--- src/rtl/core/maze_dfs_backtracker_top_assert.svh ---
// Assertion macros used by the maze generator datapath.
`ifndef MAZE_DFS_BACKTRACKER_TOP_ASSERT_SVH
`define MAZE_DFS_BACKTRACKER_TOP_ASSERT_SVH

// Same-cycle implication, sampled on clk, off while arst_n is low.
`define MDFS_ASSERT_IMP(lbl, ante, cons) \
	lbl: assert property (@(posedge clk) disable iff (!arst_n) (ante) |-> (cons)) \
		else $error("maze generator assertion failed");

// Next-cycle implication, sampled on clk, off while arst_n is low.
`define MDFS_ASSERT_NEXT(lbl, ante, cons) \
	lbl: assert property (@(posedge clk) disable iff (!arst_n) (ante) |=> (cons)) \
		else $error("maze generator assertion failed");

`endif

--- src/rtl/core/mdfs_pkg.sv ---
// Shared types and constants of the maze generator.
package mdfs_pkg;

	localparam int MODE_W   = 2;
	localparam int RND_W    = 15;
	localparam int COORD_W  = 6;
	localparam int WALLS_W  = 4;
	localparam int OPEN_W   = 3;
	localparam int CFG_W    = 7;
	localparam int CELL_W   = 5;
	localparam int CRD_W    = 9;
	localparam int SLOTS    = 5;

	localparam logic [MODE_W-1:0] MODE_START = 2'd0;
	localparam logic [MODE_W-1:0] MODE_STEP  = 2'd1;
	localparam logic [MODE_W-1:0] MODE_READ  = 2'd2;
	localparam logic [MODE_W-1:0] MODE_NOP   = 2'd3;

	localparam logic REG_ROWS = 1'b0;
	localparam logic REG_COLS = 1'b1;

	localparam logic [WALLS_W-1:0] WALL_N   = 4'd8;
	localparam logic [WALLS_W-1:0] WALL_S   = 4'd4;
	localparam logic [WALLS_W-1:0] WALL_E   = 4'd2;
	localparam logic [WALLS_W-1:0] WALL_W   = 4'd1;
	localparam logic [WALLS_W-1:0] WALL_ALL = 4'd15;

	localparam logic [1:0] DIR_N = 2'd0;
	localparam logic [1:0] DIR_S = 2'd1;
	localparam logic [1:0] DIR_E = 2'd2;
	localparam logic [1:0] DIR_W = 2'd3;

	localparam logic [2:0] SLOT_CUR = 3'd0;
	localparam logic [2:0] SLOT_LAST = 3'd4;

	typedef enum logic [3:0] {
		ST_IDLE, ST_SWEEP, ST_ORIGIN, ST_EXIT, ST_POP, ST_POS, ST_FETCH,
		ST_LAST, ST_PICK, ST_WR_CUR, ST_WR_NB, ST_READ, ST_DONE
	} mdfs_state_t;

	typedef struct packed {
		logic accept;
		logic sweep;
		logic origin;
		logic exit_wr;
		logic pop;
		logic pos;
		logic fetch;
		logic pick;
		logic wr_cur;
		logic wr_nb;
		logic load;
	} mdfs_cmd_t;

	typedef struct packed {
		logic stack_empty;
		logic sweep_last;
		logic fetch_last;
		logic any_open;
		logic out_free;
	} mdfs_status_t;

endpackage

--- src/rtl/core/mdfs_ctrl.sv ---
// Sequencer of the maze generator: walks each command through its steps.
module mdfs_ctrl import mdfs_pkg::*; (
	input  logic              clk,
	input  logic              arst_n,
	input  logic              in_valid,
	input  logic [MODE_W-1:0] in_mode,
	output logic              in_ready,
	input  mdfs_status_t      status,
	output mdfs_cmd_t         cmd
);
	mdfs_state_t state_q, state_d;

	// State register.
	always_ff @(posedge clk or negedge arst_n) begin
		if (!arst_n) begin
			state_q <= ST_IDLE;
		end else begin
			state_q <= state_d;
		end
	end

	// Next state.
	always_comb begin
		state_d = state_q;
		unique case (state_q)
			ST_IDLE: begin
				if (in_valid) begin
					unique case (in_mode)
						MODE_START: state_d = ST_SWEEP;
						MODE_STEP:  state_d = status.stack_empty ? ST_DONE : ST_POP;
						MODE_READ:  state_d = ST_READ;
						default:    state_d = ST_DONE;
					endcase
				end
			end
			ST_SWEEP:  if (status.sweep_last) state_d = ST_ORIGIN;
			ST_ORIGIN: state_d = ST_EXIT;
			ST_EXIT:   state_d = ST_DONE;
			ST_POP:    state_d = ST_POS;
			ST_POS:    state_d = ST_FETCH;
			ST_FETCH:  if (status.fetch_last) state_d = ST_LAST;
			ST_LAST:   state_d = ST_PICK;
			ST_PICK:   state_d = status.any_open ? ST_WR_CUR : ST_DONE;
			ST_WR_CUR: state_d = ST_WR_NB;
			ST_WR_NB:  state_d = ST_DONE;
			ST_READ:   state_d = ST_DONE;
			ST_DONE:   if (status.out_free) state_d = ST_IDLE;
			default:   state_d = ST_IDLE;
		endcase
	end

	// Commands to the datapath.
	always_comb begin
		cmd = '0;
		in_ready = (state_q == ST_IDLE);
		unique case (state_q)
			ST_IDLE:   cmd.accept = in_valid;
			ST_SWEEP:  cmd.sweep = 1'b1;
			ST_ORIGIN: cmd.origin = 1'b1;
			ST_EXIT:   cmd.exit_wr = 1'b1;
			ST_POP:    cmd.pop = 1'b1;
			ST_POS:    cmd.pos = 1'b1;
			ST_FETCH:  cmd.fetch = 1'b1;
			ST_PICK:   cmd.pick = 1'b1;
			ST_WR_CUR: cmd.wr_cur = 1'b1;
			ST_WR_NB:  cmd.wr_nb = 1'b1;
			ST_DONE:   cmd.load = status.out_free;
			default:   cmd = '0;
		endcase
	end
endmodule

--- config.mk ---
export PLATFORM = sky130hd
export DESIGN_NAME = mdfs_ctrl
export DESIGN_NICKNAME = d
export VERILOG_FILES = /design/src/rtl/core/maze_dfs_backtracker_top_assert.svh /design/src/rtl/core/mdfs_pkg.sv /design/src/rtl/core/mdfs_ctrl.sv
export SDC_FILE = /design/constraint.sdc
export NUM_CORES = 1
export LEC_CHECK = 0
export ABC_AREA = 1
export BUFFER_PORTS_ARGS = -buffer_cell sky130_fd_sc_hd__buf_2
export CORE_AREA = 5 5 42 44
export CTS_CLUSTER_DIAMETER = 120
export DETAILED_ROUTE_END_ITERATION = 8
export DIE_AREA = 0 0 47 49
export GPL_TIMING_DRIVEN = 0
export PLACE_DENSITY = 0.71
export REMOVE_ABC_BUFFERS = 1
export SYNTH_ARGS = -nofsm -noshare
export SYNTH_HDL_FRONTEND = slang
export SYNTH_SLANG_ARGS = --single-unit
--- constraint.sdc ---
create_clock -name clk -period 1.6 [get_ports clk]
set_clock_uncertainty 0.2 [all_clocks]
set_input_delay 0.16 -clock clk [delete_from_list [all_inputs] [get_ports clk]]
set_output_delay 0.16 -clock clk [all_outputs]
set_load 0.01 [all_outputs]
==> metrics.yaml <==
run_status:
  status: "completed"
synthesis:
  netlist_area_um2: 424
  syn_area_per_cell_um2: 5.44
  netlist_top_cells_area: "dfrtp_1 24%, nand2_1 21%, nor2_1 14%"
  synthDominantCellAreaShare_pct: 23.6
  synth_cell_types: 14
  yosys_warnings: 0
  synth_top_area_cell: "dfrtp_1"
  syn_inst: 78
  synth-seq-cells: 4
  ys_seq_area_share_pct: 23.6
grt:
  grt_pass1_vias: 477
  grt_pass1_wl_mm: 1.92
  overflow: 0
  grt_util_all_layers_pct: 11.2
  grt_max_degree: 8
  grt_antenna_before_repair: 0
timing:
  hold_viol_final: 0
  fin_crit_sh_pct: 96.8
  max_freq_mhz: 646
  tightest_slew_ps: 203
  relSlewSlack_pct: 86.4
  fin_crit_ps: 1550
  tns_ps: 0
  fin_hold_ws_ps: 1.07
  slew_viol_final: 0
  finalSetupViolCount: 0
  rsz0062_at_grt: "yes"
power_and_ir_drop:
  clkPwrFrac_pct: 11.0
  sw_frac_of_total_pct: 54.1
  p_int_uw: 549
  powerDensity_mw_per_mm2: 1860
  p_leak_uw: 0.000378
  p_switching_uw: 646
  ir_worst_vdd_v: 0.000532
  combPwrFrac_pct: 67.5
  seqPwrFrac_pct: 21.5
route:
  drt_iter0_drc: 14
  dr.pass1.iters: 3
  antenna_left: 0
  dr_total_vias: 570
  met1_length_um: 500
  via_per_inst: 4.67
  wl_met3_um: 71
  wl_met2_um: 606
  drc: 0
  totalWireLength_mm: 1.20
  wl_per_cell_um: 9.82
  top_layer_used: "met4"
cts:
  clock_sinks: 4
  path_clk_slew_ps: 40
  tritoncts: "built"
  cts_made_buffers: 3
  cts_root_buffer: "clkbuf_4"
  htreeDepth: 1
  clk_latency_ps: 240
  clock_path_buffers: 2
worst_setup_path:
  crit_slowest_cell: "dfrtp_2"
  critical_path.max_stage_delay_ps: 450
  arrival_ps: 1190
  crit_type: "reg -> out"
  crit_required_ps: 1240
  startpoint_type: "register"
  crit_path_end_kind: "primary output"
  path_max_fanout: 6
  worstPathCellList: "inv_4, nand2_1, nor2_2, buf_2"
floorplan:
  initial_core_util_pct: 30.3
  die_h_um: 49
  ios: 22
  die_w_um: 47
  row_count: 14
  core_mm2: 0.00140
  die-area_mm2: 0.00230
layout:
  seq_area_um2: 105
  top_regs: "state_q x4"
  drive_gt1_share_pct: 40.6
  most-common-layout-cells: "23 x nand2_1, 21 x buf_2, 14 x nor2_1, 8 x nand3_1, 7 x inv_1"
  largest_register: "state_q"
  antenna_cells: 0
  syn_to_final_growth_pct: 51.9
  fin_nets: 118
  postLayoutCellArea_um2: 644
  largest_reg_flops: 4
  n_fill_cell: 160
  multi_input_area_um2: 310
  final_common_cell: "nand2_1"
  finalCoreUtilization_pct: 46.0
place:
  dp_hpwl_um: 965
  port_buffers: 21
  placed_area_um2: 549
  gp_congestion: 0.781
worst_hold_path:
  min_path_type: "in -> reg"
job:
  maxCapViolations: 0
==> critical path: cells and delay by family (launching register included) <==
family | cells | cell delay, ps
buffers and inverters | 2 | 240
DFF | 1 | 450
and+or+nand+nor | 2 | 260
==> final timing paths <==
| kind | startpoint | endpoint | slack (ps) | depth (start not counted) |
|---|---|---|---|---|
| worst max-delay path | state_q[1] | cmd[2] | 50 | 4 |
| min in group asynchronous | arst_n | state_q[0] | 60 | 2 |
| worst min register to register | state_q[2] | state_q[2] | 420 | 2 |
| max in group asynchronous | arst_n | state_q[1] | 1000 | 2 |
| worst max register to register | state_q[0] | state_q[1] | 160 | 8 |
| worst min-delay path | status[0] | state_q[3] | 1 | 4 |
==> Yosys cell counts <==
| cell type | instances |
|---|---|
| a21oi_1 | 1 |
| dfrtp_1 | 4 |
| inv_1 | 9 |
| inv_2 | 2 |
| nand2_1 | 24 |
| nand2_2 | 1 |
| nand3_1 | 8 |
| nand3b_1 | 3 |
| nand4_1 | 1 |
| nor2_1 | 16 |
| nor2_2 | 4 |
| nor3_1 | 2 |
| o211ai_1 | 1 |
| o21ai_0 | 2 |
==> timing repair <==
item / 4_1_cts / 5_1_grt
resized for setup: 5 / 10
setup buffers: 0 / 2
hold buffers: 2 / 0
endpoints found under the hold margin: 5 / 0
setup endpoints to repair: 5 / 9
==> through the flow <==
step	setup WS, ps	power [uW]	cells
floorplan	250	730	78
global placement	133	939	115
CTS	7.11	1090	120
detailed placement	150	936	115
finish	51.8	1200	122
global route	-29.4	1320	122
==> cells by family after synthesis <==
family	share of synthesized area (%)
compound gates	5.31
buf+inv	9.73
flops	23.6
simple gates	61.4
==> power groups by stage <==
stage | registers, uW | logic [uW] | clock network [uW]
floorplan | 217 | 513 | 0
CTS | 241 | 718 | 135
detailed placement | 234 | 702 | 0
finish | 257 | 807 | 131
global placement | 235 | 704 | 0
global route | 265 | 912 | 141
==> layer usage <==
metal / track usage, % / vias to the layer above
li1: - / 308
met1: 14.6 / 245
met2: 16.3 / 15
met3: 1.85 / 2
met4: 6.91 / 0
met5: 0 / -
==> layout make-up <==
class                           instances  share of cell area (%)
Timing Repair Buffer                   25                    21.7
Multi-Input combinational cell         63                    48.2
Tap cell                               16                    3.11
Sequential cell                         4                    16.3
Inverter                               11                    7.18
Clock buffer                            3                    3.50
(Power assumes the default switching activity.)
